File: src/rtl/core/feel_pkg.sv
// shared constants, control types and helpers for the flash eeprom emulation log
package feel_pkg;

   localparam int EEPROM_BYTES_DEF = 1024;
   localparam int BANK_BYTES_DEF   = 8192;

   localparam logic [31:0] MAGIC_LO = 32'haa55ee77;
   localparam logic [31:0] MAGIC_HI = 32'h77eeaa55;
   localparam logic [31:0] ERASED   = 32'hffffffff;
   localparam logic [7:0]  LANE_ONES = 8'hff;

   localparam logic CMD_READ  = 1'b0;
   localparam logic CMD_WRITE = 1'b1;

   localparam logic [1:0] ST_READ      = 2'd0;
   localparam logic [1:0] ST_LOGGED    = 2'd1;
   localparam logic [1:0] ST_SKIPPED   = 2'd2;
   localparam logic [1:0] ST_COMPACTED = 2'd3;

   // commands from the sequencer to the datapath
   typedef struct packed {
      logic load;
      logic rd_log;
      logic rd_base;
      logic cur_log;
      logic cur_base;
      logic append;
      logic cp_init;
      logic cp_rd;
      logic cp_base_wr;
      logic cp_log_wr;
      logic cp_new_wr;
      logic cp_seq_wr;
      logic cp_magic_wr;
      logic respond;
   } ctrl_cmd_type;

   // status from the datapath to the sequencer
   typedef struct packed {
      logic scan_done;
      logic hit;
      logic is_write;
      logic unchanged;
      logic log_full;
      logic cpl_last;
      logic rsp_free;
   } ctrl_stat_type;

   function automatic logic [31:0] byte_mask(input logic [3:0] be);
      logic [31:0] m;
      m = '0;
      for (int k = 0; k < 4; k++) begin
         if (be[k]) m[8*k +: 8] = LANE_ONES;
      end
      return m;
   endfunction

endpackage

File: src/rtl/core/feel_ctrl.sv
// sequencer for lookup, append and bank compaction
module feel_ctrl (
   input  logic                   clock,
   input  logic                   reset,
   input  feel_pkg::ctrl_stat_type stat,
   output feel_pkg::ctrl_cmd_type  cmd,
   output logic                   req_ready,
   input  logic                   req_valid
);

   typedef enum logic [14:0] {
      S_IDLE     = 15'b000000000000001,
      S_LOG_RD   = 15'b000000000000010,
      S_LOG_CHK  = 15'b000000000000100,
      S_BASE_RD  = 15'b000000000001000,
      S_BASE_CHK = 15'b000000000010000,
      S_DECIDE   = 15'b000000000100000,
      S_APPEND   = 15'b000000001000000,
      S_CPB_RD   = 15'b000000010000000,
      S_CPB_WR   = 15'b000000100000000,
      S_CPL_RD   = 15'b000001000000000,
      S_CPL_WR   = 15'b000010000000000,
      S_CP_NEW   = 15'b000100000000000,
      S_CP_SEQ   = 15'b001000000000000,
      S_CP_MAGIC = 15'b010000000000000,
      S_RESP     = 15'b100000000000000
   } state_type;

   state_type state_ff, state_in;

   always_comb begin
      state_in  = state_ff;
      cmd       = '0;
      req_ready = 1'b0;
      case (state_ff)
         S_IDLE: begin
            req_ready = 1'b1;
            if (req_valid) begin
               cmd.load = 1'b1;
               state_in = S_LOG_RD;
            end
         end
         S_LOG_RD: begin
            if (stat.scan_done) begin
               state_in = S_BASE_RD;
            end else begin
               cmd.rd_log = 1'b1;
               state_in   = S_LOG_CHK;
            end
         end
         S_LOG_CHK: begin
            if (stat.hit) begin
               cmd.cur_log = 1'b1;
               state_in    = S_DECIDE;
            end else begin
               state_in = S_LOG_RD;
            end
         end
         S_BASE_RD: begin
            cmd.rd_base = 1'b1;
            state_in    = S_BASE_CHK;
         end
         S_BASE_CHK: begin
            cmd.cur_base = 1'b1;
            state_in     = S_DECIDE;
         end
         S_DECIDE: begin
            if (!stat.is_write || stat.unchanged) begin
               state_in = S_RESP;
            end else if (stat.log_full) begin
               cmd.cp_init = 1'b1;
               state_in    = S_CPB_RD;
            end else begin
               state_in = S_APPEND;
            end
         end
         S_APPEND: begin
            cmd.append = 1'b1;
            state_in   = S_RESP;
         end
         S_CPB_RD: begin
            cmd.cp_rd = 1'b1;
            state_in  = S_CPB_WR;
         end
         S_CPB_WR: begin
            cmd.cp_base_wr = 1'b1;
            state_in       = stat.scan_done ? S_CPL_RD : S_CPB_RD;
         end
         S_CPL_RD: begin
            cmd.cp_rd = 1'b1;
            state_in  = S_CPL_WR;
         end
         S_CPL_WR: begin
            cmd.cp_log_wr = 1'b1;
            state_in      = stat.cpl_last ? S_CP_NEW : S_CPL_RD;
         end
         S_CP_NEW: begin
            cmd.cp_new_wr = 1'b1;
            state_in      = S_CP_SEQ;
         end
         S_CP_SEQ: begin
            cmd.cp_seq_wr = 1'b1;
            state_in      = S_CP_MAGIC;
         end
         S_CP_MAGIC: begin
            cmd.cp_magic_wr = 1'b1;
            state_in        = S_RESP;
         end
         S_RESP: begin
            if (stat.rsp_free) begin
               cmd.respond = 1'b1;
               state_in    = S_IDLE;
            end
         end
         default: begin
            state_in = S_IDLE;
         end
      endcase
   end

   always_ff @(posedge clock) begin
      if (reset) begin
         state_ff <= S_IDLE;
      end else begin
         state_ff <= state_in;
      end
   end

endmodule

File: config.mk
export PLATFORM = sky130hd
export DESIGN_NAME = feel_ctrl
export DESIGN_NICKNAME = d
export VERILOG_FILES = /design/src/rtl/core/feel_pkg.sv /design/src/rtl/core/feel_ctrl.sv
export SDC_FILE = /design/constraint.sdc
export NUM_CORES = 1
export LEC_CHECK = 0
export BUFFER_PORTS_ARGS = -buffer_cell sky130_fd_sc_hd__buf_2
export CORE_MARGIN = 2
export CORE_UTILIZATION = 50
export DETAILED_ROUTE_END_ITERATION = 16
export GPL_ROUTABILITY_DRIVEN = 0
export HOLD_SLACK_MARGIN = 0.06
export PLACE_DENSITY = 0.76
export SLEW_MARGIN = 20
export SYNTH_ARGS = -nofsm -noshare
export SYNTH_HDL_FRONTEND = slang
export SYNTH_SLANG_ARGS = --single-unit
File: constraint.sdc
create_clock -name clock -period 2.2 [get_ports clock]
set_input_delay 0.33 -clock clock [delete_from_list [all_inputs] [get_ports clock]]
set_output_delay 0.33 -clock clock [all_outputs]
set_load 0.05 [all_outputs]
==> flow_metrics.tcl, run 1 <==
set metrics [dict create \
    met2WireLength_um 1360 \
    setup-violations-final 2 \
    p_leak_nw 0.614 \
    min_path_type "primary input to register" \
    yosysTopAreaCell "dfxtp_1" \
    top_regs "state_ff (15)" \
    hold_violations 0 \
    syn_inst 115 \
    clockBufferDepth 2 \
    fin_cells 184 \
    drive_gt1_share_pct 45.9 \
    critPathRequiredTime_ns 1.87 \
    coreArea_um2 1920 \
    power.density_nw_per_um2 510 \
    synthSimpleGateAreaFrac_pct 49.2 \
    ys_seq_elements 15 \
    nFillCells 139 \
    rsz0062_at_grt "true" \
    die_area_um2 2350 \
    ys_types 35 \
    clkLatencyLatePin_ns 0.29 \
    n_antenna_cell 0 \
    ios 25 \
    violations "negative setup slack" \
    cap_viol_max_count 0 \
    die_h_um 48.5 \
    grt_usage_pct 23.8 \
    rr_startpoint "state_ff[5]" \
    criticalPathCategory "register to output pin" \
    root_buffer "clkbuf_4" \
    largest_register_ffs 15 \
    synth_warnings 0 \
    syn_area_um2 988 \
    fin_worst_skew_ns 0.00599 \
    worstPathMaxFanout 6 \
    max_freq_mhz 450 \
    critPathCaptureType "output pin" \
    area_growth_pct 43.9 \
    yosysTopAreaCellShare_pct 30.4 \
    rr_worst_depth 7 \
    route.detailed.drc 0 \
    r2r_slack_ns 0.09 \
    synth-adder-area-share_pct 0 \
    wl_per_cell_um 15.5 \
    drt_pass1_iterations 4 \
    met3_length_um 257 \
    overflow 0 \
    slew_headroom_pct 75.1 \
    dieWidth_um 48.5 \
    startpoint_type "register" \
    setup_ws_ns -0.0231 \
    clk_pin_slew_ns 0.10 \
    top_layer "met4" \
    htreeDepth 1 \
    peakVddDrop_uv 420 \
    start_util_pct 51.4 \
    drt_iter0_markers 63 \
    synth-compound-area-share_pct 9.62 \
    top_register "state_ff" \
    wl_met1_um 1180 \
    synth_xor_area_share_pct 4.43 \
    drtAntennaViolNets 0 \
    cts.sinks 15 \
    port_buffers 24 \
    cp-endpoint "cmd[7]" \
    final_nets 168 \
    status "finished, violations left" \
    slew_viol_final 0 \
    cts_buffers 3 \
    finalWirelength_um 2860 \
    finalCritPeriodShare_pct 101 \
    synthMuxAreaShare_pct 0 \
    vias 1087 \
    avgViaCountPerCell 5.91 \
    antenna_found_initial 0 \
    syn_nets 125 \
    first_global_vias 914 \
    cts_tree "built" \
    period_needed_ns 2.22 \
    dp.cells 173 \
    grt_start_max_net_pins 10 \
    hpwl_um 1970 \
    seq_area_frac_synth_pct 30.4 \
    grt_pass1_wl_um 4330 \
    rows 16 \
    reg2reg_to "state_ff[5]" \
    synth.avg_cell_area_um2 8.60 \
    setup_tns_ns -0.0275 \
    synth_top_family_by_area "simple AND/OR/NAND/NOR gates" \
    worstSetupStartpoint "state_ff[0]" \
    synthTopCellsByArea "dfxtp_1 (30%), nor4_4 (6.5%), nor2_1 (4.9%), nor3b_1 (4.6%), nor4_1 (4.4%)" \
    cp.arrival_ns 1.89 \
    hold_ws_ns 0.203 \
    total_power_mw 0.726 \
    worstMarginPinSlew_ns 0.371 \
]
-- cell type report --
| class | count | area [um2] | area share (%) |
|---|---|---|---|
| multi-input combinational | 88 | 701 | 49.3 |
| timing repair buffer | 43 | 328 | 23.0 |
| sequential | 15 | 307 | 21.5 |
| tap | 27 | 33.8 | 2.37 |
| inverter | 7 | 26.3 | 1.85 |
| clock buffer | 3 | 22.5 | 1.58 |
| clock inverter | 1 | 5.00 | 0.352 |
-- routing by layer --
metal	GRT usage (%)	vias up
li1	-	507
met1	31.0	506
met2	37.7	66
met3	5.25	8
met4	11.0	0
met5	0	-
-- synth_stat cells (all sizes together) --
cell type and instances:
a21o 1, a21oi 3, a22oi 1, a31oi 2, and2 1, and3 1, and4 1, and4b 1
and4bb 2, buf 2, clkbuf 3, dfxtp 15, inv 7, nand2 8, nand2b 2, nand3 5
nand3b 3, nand4 3, nor2 13, nor3 8, nor3b 6, nor4 10, nor4b 3, o21ai 2
o21ba 2, o31ai 1, or2 1, or2b 1, or3 2, xnor2 1, xor2 4
-- power breakdown --
part / internal (mW) / switching [mW] / total [mW]
sequential: 0.281 / 0.0138 / 0.295
combinational: 0.105 / 0.163 / 0.268
clock: 0.0677 / 0.0955 / 0.163
-- what timing repair did --
item,4_1_cts,5_1_grt
buffers inserted,3,4
hold buffers,0,0
pin swaps,9,6
endpoints found under the hold margin,0,0
cloned,0,0
resized for setup,17,17
endpoints found under the setup margin,10,14
-- worst max-delay path, stage by stage (launching register included) --
cell     delay [ns]
dfxtp_2        0.37
nor4_4         0.39
nand4_1        0.19
nor3b_2        0.22
and4b_1        0.26
buf_6          0.17
-- cell families (layout without fill, tap and decap cells) --
| logic type | count (synthesis) | in the layout |
|---|---|---|
| and+or+nand+nor | 71 | 71 |
| DFF | 15 | 15 |
| AOI/OAI and AO/OA | 12 | 12 |
| buffers and inverters | 12 | 54 |
| xor gates and xnor gates | 5 | 5 |
-- cell usage in the layout, fill, tap and decap left out, types with 2 or more instances in the layout --
cell       n
and4bb_2   2
nor3b_2    3
o21ba_1    2
nor3b_1    3
nor4b_1    3
buf_2     13
xor2_1     4
inv_1      7
nand3_1    4
nand2b_1   2
nand4_1    2
buf_4     19
nor2_2     2
nand3b_1   3
nor3_1     6
nor4_4     5
dfxtp_2    2
a31oi_1    2
a21oi_1    3
buf_6     10
nor4_1     5
nor2_1    10
nand2_1    7
o21ai_0    2
clkbuf_4   4
dfxtp_1   12
-- through the flow --
step           utilization, %  cell area, um2  worst slack [ns]
3_3_place_gp             64.4            1240             0.227
5_1_grt                  74.0            1420            -0.117
6_report                 74.0            1420           -0.0231
2_1_floorplan               -            1030            -0.115
4_1_cts                  69.6            1340           0.00145
3_5_place_dp             64.4            1240             0.166
-- how the worst min path moves through the flow --
stage,start,to,slack (ns),cells past startpoint
6_report,stat[2],state_ff[6],0.20,2
3_3_place_gp,stat[2],state_ff[6],0.51,2
3_5_place_dp,stat[2],state_ff[6],0.51,2
2_1_floorplan,reset,state_ff[3],0.41,1
5_1_grt,stat[2],state_ff[6],0.19,2
4_1_cts,stat[2],state_ff[6],0.20,2
Note: power is estimated with default switching activity, not from simulation.
==> run 2: changes to the inputs <==
--- a/config.mk
+++ b/config.mk
@@ -6,12 +6,14 @@
 export NUM_CORES = 1
 export LEC_CHECK = 0
 export BUFFER_PORTS_ARGS = -buffer_cell sky130_fd_sc_hd__buf_2
+export CELL_PAD_IN_SITES_DETAIL_PLACEMENT = 1
+export CELL_PAD_IN_SITES_GLOBAL_PLACEMENT = 2
 export CORE_MARGIN = 2
-export CORE_UTILIZATION = 50
+export CORE_UTILIZATION = 30
 export DETAILED_ROUTE_END_ITERATION = 16
 export GPL_ROUTABILITY_DRIVEN = 0
 export HOLD_SLACK_MARGIN = 0.06
-export PLACE_DENSITY = 0.76
+export PLACE_DENSITY_LB_ADDON = 0.1
 export SLEW_MARGIN = 20
 export SYNTH_ARGS = -nofsm -noshare
 export SYNTH_HDL_FRONTEND = slang
==> constraint.sdc (replaced) <==
create_clock -name clock -period 2.2 [get_ports clock]
set_input_delay 0.33 -clock clock [delete_from_list [all_inputs] [get_ports clock]]
set_output_delay 0.33 -clock clock [all_outputs]
set_load 0.01 [all_outputs]
==> flow_metrics.tcl, run 2 (synthesis results as in run 1) <==
set metrics [dict create \
    grt_usage_pct 18.3 \
    route.detailed.drc 0 \
    dieWidth_um 61.4 \
    cap_viol_max_count 0 \
    overflow 0 \
    worstSetupStartpoint "state_ff[3]" \
    drt_pass1_iterations 4 \
    hold_violations 0 \
    rsz0062_at_grt "true" \
    hold_path_end "state_ff[6]" \
    slew_viol_final 0 \
    top_register "state_ff" \
    r2r_slack_ns 0.20 \
    rows 20 \
    hpwl_um 2330 \
    largest_register_ffs 15 \
    slew_headroom_pct 73.5 \
    worstMarginPinSlew_ns 0.392 \
    clk_pin_slew_ns 0.10 \
    worstPathMaxFanout 4 \
    dpl_cell_area_um2 1200 \
    final_cell_mix "buf_2 (24), buf_4 (19), nor2_1 (10)" \
    power.density_nw_per_um2 478 \
    hold_depth 2 \
    rr_worst_depth 8 \
    clkLatencyLatePin_ns 0.29 \
    max_freq_mhz 453 \
    hold_buffers 0 \
    coreArea_um2 3100 \
    peakVddDrop_uv 195 \
    hold_ws_ns 0.200 \
    hold_path_startpoint "stat[2]" \
    setup-violations-final 1 \
    busiest_layer "met2" \
    reg2reg_to "state_ff[10]" \
    use_met3_pct 1.89 \
    finalWirelength_um 3170 \
    critPathCaptureType "output pin" \
    n_antenna_cell 0 \
    drtAntennaViolNets 0 \
    fin_util_pct 46.0 \
    violations "negative setup slack" \
    dp_slack_ns 0.118 \
    grt_start_max_net_pins 9 \
    drt_iter0_markers 23 \
    cts_tree "built" \
    startpoint_type "register" \
    rr_startpoint "state_ff[5]" \
    setup_ws_ns -0.00859 \
    root_buffer "clkbuf_4" \
    critPathRequiredTime_ns 1.87 \
    drive_gt1_share_pct 49.4 \
    cp.arrival_ns 1.88 \
    finalCritPeriodShare_pct 100 \
    area_growth_pct 44.4 \
    avgViaCountPerCell 5.08 \
    die_area_um2 3770 \
    port_buffers 24 \
    final_nets 169 \
    vias 1027 \
    min_path_type "primary input to register" \
    first_global_vias 978 \
    p_leak_nw 0.623 \
    start_util_pct 31.9 \
    gr-usage-met2_pct 31.8 \
    criticalPathCategory "register to output pin" \
    clockBufferDepth 2 \
    status "finished, violations left" \
    mostFrequentLayoutCell "buf_2" \
    wl_per_cell_um 15.7 \
    htreeDepth 1 \
    ios 25 \
    fin_worst_skew_ns 0.00113 \
    total_power_mw 0.682 \
    top_regs "state_ff (15)" \
    die_h_um 61.4 \
    grt_util_met1_pct 24.1 \
    grt_pass1_wl_um 5010 \
    period_needed_ns 2.21 \
    antenna_found_initial 0 \
    cts.sinks 15 \
    cts_buffers 3 \
    fin_area_um2 1430 \
]
## run 2: cell count changes in the layout (fill, tap and decap cells not counted), moves of 3 or more
cell,previous run,this run
dfxtp_1,12,6
dfxtp_4,1,4
dfxtp_2,2,5
buf_6,10,1
buf_2,13,24
## run 2: per-layer routing
layer / wire (um) / share of wire (%) / up-vias
met2: 1710 / 54 / 23
li1: - / - / 509
met4: 27 / 0.85 / 0
met5: 0 / 0 / -
met1: 1330 / 42 / 493
met3: 104 / 3.3 / 2
## run 2: critical path, stage by stage, from the launching register on
cell,delay [ns]
dfxtp_4,0.38
nor4_4,0.34
nand4_1,0.22
nor3b_2,0.28
and4b_1,0.24
buf_2,0.14
## run 2: what timing repair did
item | in CTS | in global routing
pin swaps | 3 | 11
endpoints found under the setup margin | 9 | 9
setup buffers | 3 | 7
resized for setup | 8 | 24
hold endpoints to repair | 0 | 0
cloned | 0 | 0
## run 2: per-stage QoR
step | cells | setup TNS (ns)
6_report | 202 | -0.00859
3_3_place_gp | 188 | 0
4_1_cts | 195 | 0
5_1_grt | 202 | -0.293
2_1_floorplan | 115 | 0
3_5_place_dp | 188 | 0
## run 2: power by group
part	switching (mW)	internal (mW)	total, mW	leakage (nW)
logic	0.115	0.0990	0.214	0.481
registers	0.0224	0.278	0.300	0.126
clock network	0.0977	0.0704	0.168	0.0150
total	0.235	0.447	0.682	0.623
## run 2: layout make-up
| class | instances | area [um2] |
|---|---|---|
| inverters | 7 | 26.3 |
| clock buffers | 4 | 26.3 |
| flip-flops and latches | 15 | 322 |
| fillers | 403 | 1680 |
| well taps | 44 | 55.1 |
| multi-input cells | 88 | 724 |
| repair buffers | 44 | 274 |
## run 2: worst max path at each step
| stage | endpoint |
|---|---|
| after floorplan | cmd[7] |
| after global placement | cmd[7] |
| after detailed placement | cmd[11] |
| after CTS | cmd[8] |
| after global routing | cmd[7] |
| final | cmd[7] |
